[config.mk]
export PLATFORM = sky130hd
export DESIGN_NAME = bal_ctrl
export DESIGN_NICKNAME = d
export VERILOG_FILES = /design/src/hdl/bal_pkg.sv /design/src/hdl/bal_ctrl.sv
export SDC_FILE = /design/constraint.sdc
export NUM_CORES = 1
export LEC_CHECK = 0
export ABC_AREA = 1
export BUFFER_PORTS_ARGS = -buffer_cell sky130_fd_sc_hd__buf_2
export CORE_MARGIN = 3
export CORE_UTILIZATION = 35
export DETAILED_ROUTE_END_ITERATION = 16
export HOLD_SLACK_MARGIN = 0.12
export SYNTH_ARGS = -nofsm -noshare
export SYNTH_HDL_FRONTEND = slang
export SYNTH_SLANG_ARGS = --single-unit
[constraint.sdc]
create_clock -name clk -period 1.8 [get_ports clk]
set_input_delay 0.18 -clock clk [delete_from_list [all_inputs] [get_ports clk]]
set_output_delay 0.18 -clock clk [all_outputs]
set_load 0.05 [all_outputs]
[src/hdl/bal_pkg.sv]
`timescale 1ns / 1ps

package bal_pkg;

  localparam int MAX_SAMPLES = 512;
  localparam int CNT_W       = $clog2(MAX_SAMPLES + 1);
  localparam int ADDR_W      = $clog2(MAX_SAMPLES);
  localparam int SC_W        = 10;
  localparam int T_W         = 17;
  localparam int FRAC_W      = 16;
  localparam logic [T_W-1:0] ONE_T = T_W'(1 << FRAC_W);

  // squared distance and its root
  localparam int SUM_W  = 66;
  localparam int ROOT_W = 34;
  localparam int RAD_W  = 2 * ROOT_W;

  // divider: quotient never exceeds 1.0 in Q1.16
  localparam int DEN_W = 42;
  localparam int NUM_W = DEN_W + FRAC_W;
  localparam int QUO_W = T_W;

  // sample count = round(len / 2560), 2560 = 2^9 * 5
  localparam int CHORD_STEP  = 2560;
  localparam int ROUND_HALF  = 1280;
  localparam int CHORD_SHIFT = 9;
  localparam int RECIP5      = 52429;
  localparam int RECIP5_W    = 16;
  localparam int RECIP5_SH   = 18;

  localparam logic OP_BUILD = 1'b0;
  localparam logic OP_QUERY = 1'b1;

  typedef struct packed {
    logic               op;
    logic signed [31:0] a_x;
    logic signed [31:0] a_y;
    logic signed [31:0] a_z;
    logic signed [31:0] c_x;
    logic signed [31:0] c_y;
    logic signed [31:0] c_z;
    logic signed [31:0] b_x;
    logic signed [31:0] b_y;
    logic signed [31:0] b_z;
    logic [31:0]        query_distance;
  } in_word_t;

  typedef struct packed {
    logic [T_W-1:0]     t_param;
    logic signed [31:0] pos_x;
    logic signed [31:0] pos_y;
    logic signed [31:0] pos_z;
    logic               past_end;
    logic [31:0]        total_length;
    logic [SC_W-1:0]    sample_count;
  } out_word_t;

  typedef struct packed {
    logic             capture;
    logic             sq_clr;
    logic             sq_mul;
    logic             sq_acc;
    logic             sq_seg;
    logic             sqrt_start;
    logic             set_count;
    logic             div_start;
    logic             div_qry;
    logic             load_t;
    logic             set_t_end;
    logic             lerp_mul;
    logic             lerp_add;
    logic             seg_acc;
    logic             build_end;
    logic             rd_req;
    logic             lo_clr;
    logic             lo_load;
    logic             q_mul;
    logic             q_sum;
    logic             out_load;
    logic [1:0]       k;
    logic [1:0]       j;
    logic [CNT_W-1:0] idx;
  } cmd_t;

  typedef struct packed {
    logic sqrt_busy;
    logic div_busy;
    logic cnt_zero;
    logic n_zero;
    logic hit;
    logic last;
  } stat_t;

endpackage

[src/hdl/bal_ctrl.sv]
`timescale 1ns / 1ps

module bal_ctrl (
  input  logic           clk,
  input  logic           rst,
  input  logic           in_valid,
  input  logic           op,
  output logic           in_stall,
  output logic           out_valid,
  input  logic           out_stall,
  input  bal_pkg::stat_t st,
  output bal_pkg::cmd_t  cmd
);

  localparam int CNT_W = bal_pkg::CNT_W;

  typedef enum logic [4:0] {
    S_IDLE, S_SQ_MUL, S_SQ_ACC, S_SQ_GO, S_SQRT, S_SET_CNT, S_T_DIV, S_T_WAIT,
    S_L_MUL, S_L_ADD, S_SEG_ACC, S_BUILD_END, S_RD, S_CMP, S_Q_MUL, S_Q_SUM,
    S_Q_DIV, S_Q_WAIT, S_DONE
  } state_t;

  state_t           state;
  logic [1:0]       k, j;
  logic [CNT_W-1:0] idx;
  logic             in_seg;
  logic             qry;
  logic             out_free;

  assign in_stall = (state != S_IDLE);
  assign out_free = !out_valid || !out_stall;

  always_comb begin
    cmd         = '0;
    cmd.k       = k;
    cmd.j       = j;
    cmd.idx     = idx;
    cmd.sq_seg  = in_seg;
    cmd.div_qry = qry;
    case (state)
      S_IDLE: begin
        if (in_valid) begin
          cmd.capture = 1'b1;
          cmd.sq_clr  = 1'b1;
          cmd.lo_clr  = 1'b1;
          if (op == bal_pkg::OP_QUERY && st.n_zero) cmd.set_t_end = 1'b1;
        end
      end
      S_SQ_MUL:    cmd.sq_mul = 1'b1;
      S_SQ_ACC:    cmd.sq_acc = 1'b1;
      S_SQ_GO:     cmd.sqrt_start = 1'b1;
      S_SET_CNT:   cmd.set_count = 1'b1;
      S_T_DIV:     cmd.div_start = 1'b1;
      S_T_WAIT:    cmd.load_t = !st.div_busy;
      S_L_MUL:     cmd.lerp_mul = 1'b1;
      S_L_ADD: begin
        cmd.lerp_add = 1'b1;
        if (j == 2'd2 && k == 2'd2 && !qry) cmd.sq_clr = 1'b1;
      end
      S_SEG_ACC:   cmd.seg_acc = 1'b1;
      S_BUILD_END: cmd.build_end = 1'b1;
      S_RD:        cmd.rd_req = 1'b1;
      S_CMP: begin
        if (!st.hit) begin
          cmd.lo_load = 1'b1;
          if (st.last) cmd.set_t_end = 1'b1;
        end
      end
      S_Q_MUL:     cmd.q_mul = 1'b1;
      S_Q_SUM:     cmd.q_sum = 1'b1;
      S_Q_DIV:     cmd.div_start = 1'b1;
      S_Q_WAIT:    cmd.load_t = !st.div_busy;
      S_DONE:      cmd.out_load = out_free;
      default:     cmd.out_load = 1'b0;
    endcase
  end

  always_ff @(posedge clk) begin
    if (rst) begin
      state     <= S_IDLE;
      out_valid <= 1'b0;
      k         <= '0;
      j         <= '0;
      idx       <= '0;
      in_seg    <= 1'b0;
      qry       <= 1'b0;
    end else begin
      // in S_DONE a taken word is replaced by the new one below
      if (out_valid && !out_stall && state != S_DONE) out_valid <= 1'b0;
      case (state)
        S_IDLE: begin
          if (in_valid) begin
            qry    <= op;
            k      <= '0;
            j      <= '0;
            in_seg <= 1'b0;
            if (op == bal_pkg::OP_BUILD) begin
              state <= S_SQ_MUL;
            end else if (st.n_zero) begin
              state <= S_L_MUL;
            end else begin
              idx   <= CNT_W'(1);
              state <= S_RD;
            end
          end
        end
        S_SQ_MUL: state <= S_SQ_ACC;
        S_SQ_ACC: begin
          if (k == 2'd2) begin
            state <= S_SQ_GO;
          end else begin
            k     <= k + 2'd1;
            state <= S_SQ_MUL;
          end
        end
        S_SQ_GO: state <= S_SQRT;
        S_SQRT: begin
          if (!st.sqrt_busy) state <= in_seg ? S_SEG_ACC : S_SET_CNT;
        end
        S_SET_CNT: begin
          if (st.cnt_zero) begin
            state <= S_BUILD_END;
          end else begin
            idx    <= CNT_W'(1);
            in_seg <= 1'b1;
            state  <= S_T_DIV;
          end
        end
        S_T_DIV: state <= S_T_WAIT;
        S_T_WAIT: begin
          if (!st.div_busy) begin
            k     <= '0;
            j     <= '0;
            state <= S_L_MUL;
          end
        end
        S_L_MUL: state <= S_L_ADD;
        S_L_ADD: begin
          if (j == 2'd2) begin
            j <= '0;
            if (k == 2'd2) begin
              k     <= '0;
              state <= qry ? S_DONE : S_SQ_MUL;
            end else begin
              k     <= k + 2'd1;
              state <= S_L_MUL;
            end
          end else begin
            j     <= j + 2'd1;
            state <= S_L_MUL;
          end
        end
        S_SEG_ACC: begin
          if (st.last) begin
            state <= S_BUILD_END;
          end else begin
            idx   <= idx + CNT_W'(1);
            state <= S_T_DIV;
          end
        end
        S_BUILD_END: state <= S_DONE;
        S_RD: state <= S_CMP;
        S_CMP: begin
          if (st.hit) begin
            state <= S_Q_MUL;
          end else if (st.last) begin
            k     <= '0;
            j     <= '0;
            state <= S_L_MUL;
          end else begin
            idx   <= idx + CNT_W'(1);
            state <= S_RD;
          end
        end
        S_Q_MUL: state <= S_Q_SUM;
        S_Q_SUM: state <= S_Q_DIV;
        S_Q_DIV: state <= S_Q_WAIT;
        S_Q_WAIT: begin
          if (!st.div_busy) begin
            k     <= '0;
            j     <= '0;
            state <= S_L_MUL;
          end
        end
        S_DONE: begin
          if (out_free) begin
            out_valid <= 1'b1;
            state     <= S_IDLE;
          end
        end
        default: state <= S_IDLE;
      endcase
    end
  end

endmodule

## Word level (Yosys, flattened, before mapping)

Cells that the tools add are included.

| cells by class | value |
|---|---|
| $add $sub $neg | 3 |
| equal/unequal tests | 32 |
| mux-type cells | 66 |
| reduce and logical (&&, ||, !) cells | 24 |

Operators with widths:

| kind | count |
|---|---|
| 5-bit case mux with 18 select lines | 1 |
| 10-bit 2-to-1 mux | 6 |
| 5-bit by 4-bit equality test with 1-bit output, second input constant | 8 |
| 10-bit case mux with 4 select lines | 1 |
| 5-bit 2-to-1 mux | 7 |
| 1-bit 2-to-1 mux | 29 |
| 2-bit != test, second input constant | 11 |
| 5-bit by 3-bit equality test with 1-bit output, second input constant | 4 |
| 2-bit 2-to-1 mux | 10 |
| 4-bit 2-to-1 mux | 4 |
| 5-bit equality test, second input constant | 3 |
| 10-bit by 1-bit adder with 10-bit output, second input constant | 1 |
| 5-bit by 2-bit equality test with 1-bit output, second input constant | 2 |
| 2-bit case mux with 5 select lines | 1 |
| 5-bit nonzero test | 2 |
| 3-bit 2-to-1 mux | 3 |
| 2-bit case mux with 4 select lines | 1 |
| 4-bit nonzero test | 2 |
| 7-bit AND reduction | 1 |
| 1-bit case mux with 2 select lines | 3 |
| 6-bit AND reduction | 1 |
| 5-bit by 1-bit equality test with 1-bit output, second input constant | 1 |
| 1-bit logical AND | 5 |
| 5-bit logical NOT | 1 |
| 11 further kinds | 17 |

| storage, ports and cells | value |
|---|---|
| flip-flop bits (word level) | 22 |
| input port bits | 11 |
| output and inout bits | 37 |
| logic and storage cells | 132 |

## Longest topological paths before layout

| logic depth | value |
|---|---|
| word-level depth | 6 |
| mapped depth | 12 |

## Least setup slack after synthesis

No wires, ideal clock.

| path | value |
|---|---|
| kind | reg2out |
| start point | register state[3] |
| end point | output port cmd[24] (netlist name) |
| data arrival time | 3,294 ps |
| data required time | 1,620 ps |
| slack | -1,674 ps |
| cell stages (with the launch flop) | 7 |
| cell sequence | dfxtp_1 -> buf_2 -> nor2_1 -> nand3_1 -> nor2_1 -> nand2_1 -> o21ai_0 |

RTL lines:

| element | line | text |
|---|---|---|
| from (decl) | bal_ctrl.sv:23 | `state_t state;` |
| from (signal assigned) | bal_ctrl.sv:118 | `if (!st.sqrt_busy) state <= in_seg ? S_SEG_ACC : S_SET_CNT;` |
| from (signal assigned) | bal_ctrl.sv:143 | `state <= qry ? S_DONE : S_SQ_MUL;` |
| to (decl) | bal_ctrl.sv:12 | `output bal_pkg::cmd_t cmd` |

==> results.json <==
{
  "outcome": "complete, no violations",
  "synth_adder_area_share_pct": 3.28,
  "required_ns": 1.62,
  "detail_route.wl_per_cell_um": 12.1,
  "grt.overflow.total": 0,
  "min_from": "rst",
  "postSynthCellCount": 314,
  "root_buffer": "clkbuf_8",
  "vias_per_cell": 4.72,
  "hold_end": "idx[2]",
  "hold_path_class": "input pin to flop",
  "antenna_left": 0,
  "num-fill-cells": 593,
  "vias": 2067,
  "antenna_found_initial": 0,
  "syn_nets": 330,
  "cts_tree": "yes",
  "cp_max_fo": 7,
  "hold_path_depth": 2,
  "grt_pass1_wl_um": 8730,
  "gp_congestion": 0.892,
  "area_growth_pct": 26.1,
  "path_class": "flop to output pin",
  "grt.total_usage_pct": 17.1,
  "yosys.area_share.xor_xnor_pct": 1.84,
  "cp_data_arrival_time_ns": 1.54,
  "vdd_drop_max_uv": 597,
  "wl_um": 5320,
  "clk_pin_slew_ns": 0.08,
  "synth_compound_area_share_pct": 11.5,
  "n_antenna_cell": 0,
  "fin_util_pct": 46.2,
  "syn_area_per_cell_um2": 6.08,
  "synth_seq_cells": 22,
  "cts.sinks": 22,
  "finalHoldViolCount": 0,
  "drv_cap": 0,
  "post_synth_num_cell_types": 27,
  "fin_crit_ns": 1.72,
  "synth-warning-count": 0,
  "power_density_nw_per_um2": 1470,
  "cts_made_buffers": 3,
  "die_area_um2": 6370,
  "setup_violations": 0,
  "fmax_mhz": 583,
  "p_leak_nw": 1.29,
  "r2r_setup_slack_ns": 0.18,
  "rows": 26,
  "drt_iter0_drc": 114,
  "cts_hold_buf": 0,
  "synth.yosys.seq_area_share_pct": 23.1,
  "grt_pass1_vias": 1870,
  "rsz0062_at_grt": "no",
  "core_area_um2": 5200,
  "dpl_worst_slack_ns": 0.0524,
  "multi_input_area_um2": 1320,
  "die_y_um": 79.8,
  "hpwl_um": 4360,
  "layout-drive-gt1-share_pct": 31.3,
  "skew_ns": 0.00571,
  "reg2reg_to": "idx[1]",
  "cts_buffer_depth": 2,
  "final_nets": 386,
  "muxShareOfSynthArea_pct": 0,
  "initial_utilization_pct": 36.7,
  "relSlewSlack_pct": 76.0,
  "critPathLaunchType": "flop",
  "setup_ws_ns": 0.0841,
  "synth_area_um2": 1910,
  "r2r-start": "state[1]",
  "io_buffers": 47,
  "final-seq-area_um2": 450,
  "cts-htree-levels": 1,
  "reg2reg_depth": 11,
  "tightest_slew_ns": 0.356,
  "min_period_over_period_pct": 95.3,
  "clock_latency_ns": 0.26,
  "fp.dieW_um": 79.8,
  "pin_count": 48,
  "synth-simple-area-share_pct": 49.0,
  "synth_top_family_by_area": "simple AND/OR/NAND/NOR gates",
  "crit_path_end_kind": "output pin",
  "grt_max_degree": 17,
  "drc_errors": 0,
  "final-max-slew-violation-count": 0,
  "drtPass1Iterations": 4
}
## worst max-delay path by stage
| stage | from | to | slack, ns |
|---|---|---|---|
| floorplan | state[3] | cmd[24] | -0.09 |
| global placement | state[3] | idx[0] | 0.08 |
| detailed placement | state[3] | idx[0] | 0.05 |
| CTS | state[2] | cmd[24] | 0.006 |
| global route | state[1] | cmd[24] | 0.01 |
| finish | state[2] | cmd[22] | 0.08 |
## kinds of logic (layout without fill, tap and decap cells)
kind of cell             Yosys count  count (layout)
AND/OR/NAND/NOR                  196             196
buffers and inverters             50             104
AO/OA/AOI/OAI                     37              37
flip-flops                        22              22
adder cells (fa/ha/maj)            5               5
XOR/XNOR                           4               4
## state kept, by name (all words and copies together), names as in the netlist
| register | cells |
|---|---|
| qry | 1 |
| in_seg | 1 |
| j | 2 |
| k | 2 |
| idx | 10 |
| out_valid | 1 |
| state | 5 |
## worst max-delay path: stages, from the launching register on
cell,delay [ns]
dfxtp_4,0.39
inv_2,0.11
nand3_2,0.17
nor2_4,0.18
buf_4,0.16
buf_2,0.27
## synthesized netlist by cell type (all sizes together)
master	instances	share of area, %
nor4	1	0.33
clkbuf	2	0.39
o21ai	12	3.3
ha	5	3.3
xnor2	2	0.92
nor2	58	14
dfxtp	22	23
buf	5	2.5
nor3	3	0.79
nand3	20	6.3
nand2	109	26
a21oi	25	8.1
inv	43	8.5
xor2	2	0.92
nand3b	2	0.79
nand4	3	0.98
## through the flow
| step | cells | setup TNS, ns | hold slack [ns] | total power, mW | area [um2] |
|---|---|---|---|---|---|
| 6_report | 438 | 0 | 0.158 | 3.53 | 2410 |
| 5_1_grt | 438 | 0 | 0.158 | 3.79 | 2410 |
| 4_1_cts | 438 | 0 | 0.153 | 3.53 | 2380 |
| 3_5_place_dp | 434 | 0 | 0.436 | 3.19 | 2320 |
| 3_3_place_gp | 434 | 0 | 0.433 | 3.17 | 2320 |
| 2_1_floorplan | 314 | -0.258 | 0.351 | 2.70 | 1970 |
## placed cells by master (no fill, tap or decap), types with 2 or more instances in the layout
cell / n
a21oi_2: 8
nor2_4: 8
clkbuf_4: 2
a21oi_1: 17
dfxtp_2: 2
nand3b_1: 2
nand2_1: 93
nor3_1: 3
inv_2: 4
nand2_4: 12
buf_2: 44
o21ai_0: 9
nand3_1: 15
inv_1: 39
ha_1: 5
clkbuf_8: 3
nand2_2: 4
dfxtp_1: 18
xnor2_1: 2
nor2_1: 43
dfxtp_4: 2
buf_6: 2
nand4_1: 3
nor2_2: 7
xor2_1: 2
buf_4: 9
nand3_2: 4
## report_power, final
part,leakage [nW],switching (mW),internal [mW]
sequential,0.181,0.132,0.578
clock,0.0216,0.162,0.149
combinational,1.08,1.75,0.752
total,1.29,2.05,1.48
## final cells by class
class	instances	share of cell area, %
clock buffer	3	1.72
inverter	43	6.71
multi-input combinational	242	54.9
sequential	22	18.7
tap	70	3.64
timing repair buffer	58	14.4
## metal layers
metal  track usage, %  vias to the layer above  share of wire, %
met5                0                        -                 0
met3             2.14                        8               4.1
met2             30.0                       47                49
met4             4.39                        0               1.4
met1             22.1                      925                46
li1                 -                     1087                 -
## what timing repair did
action                                  in CTS  in global routing
gates resized for setup                      6                  8
endpoints found under the setup margin       5                  5
pin swaps                                    1                  2
setup buffers                                1                  0
Power figures use the tool's default switching activity.
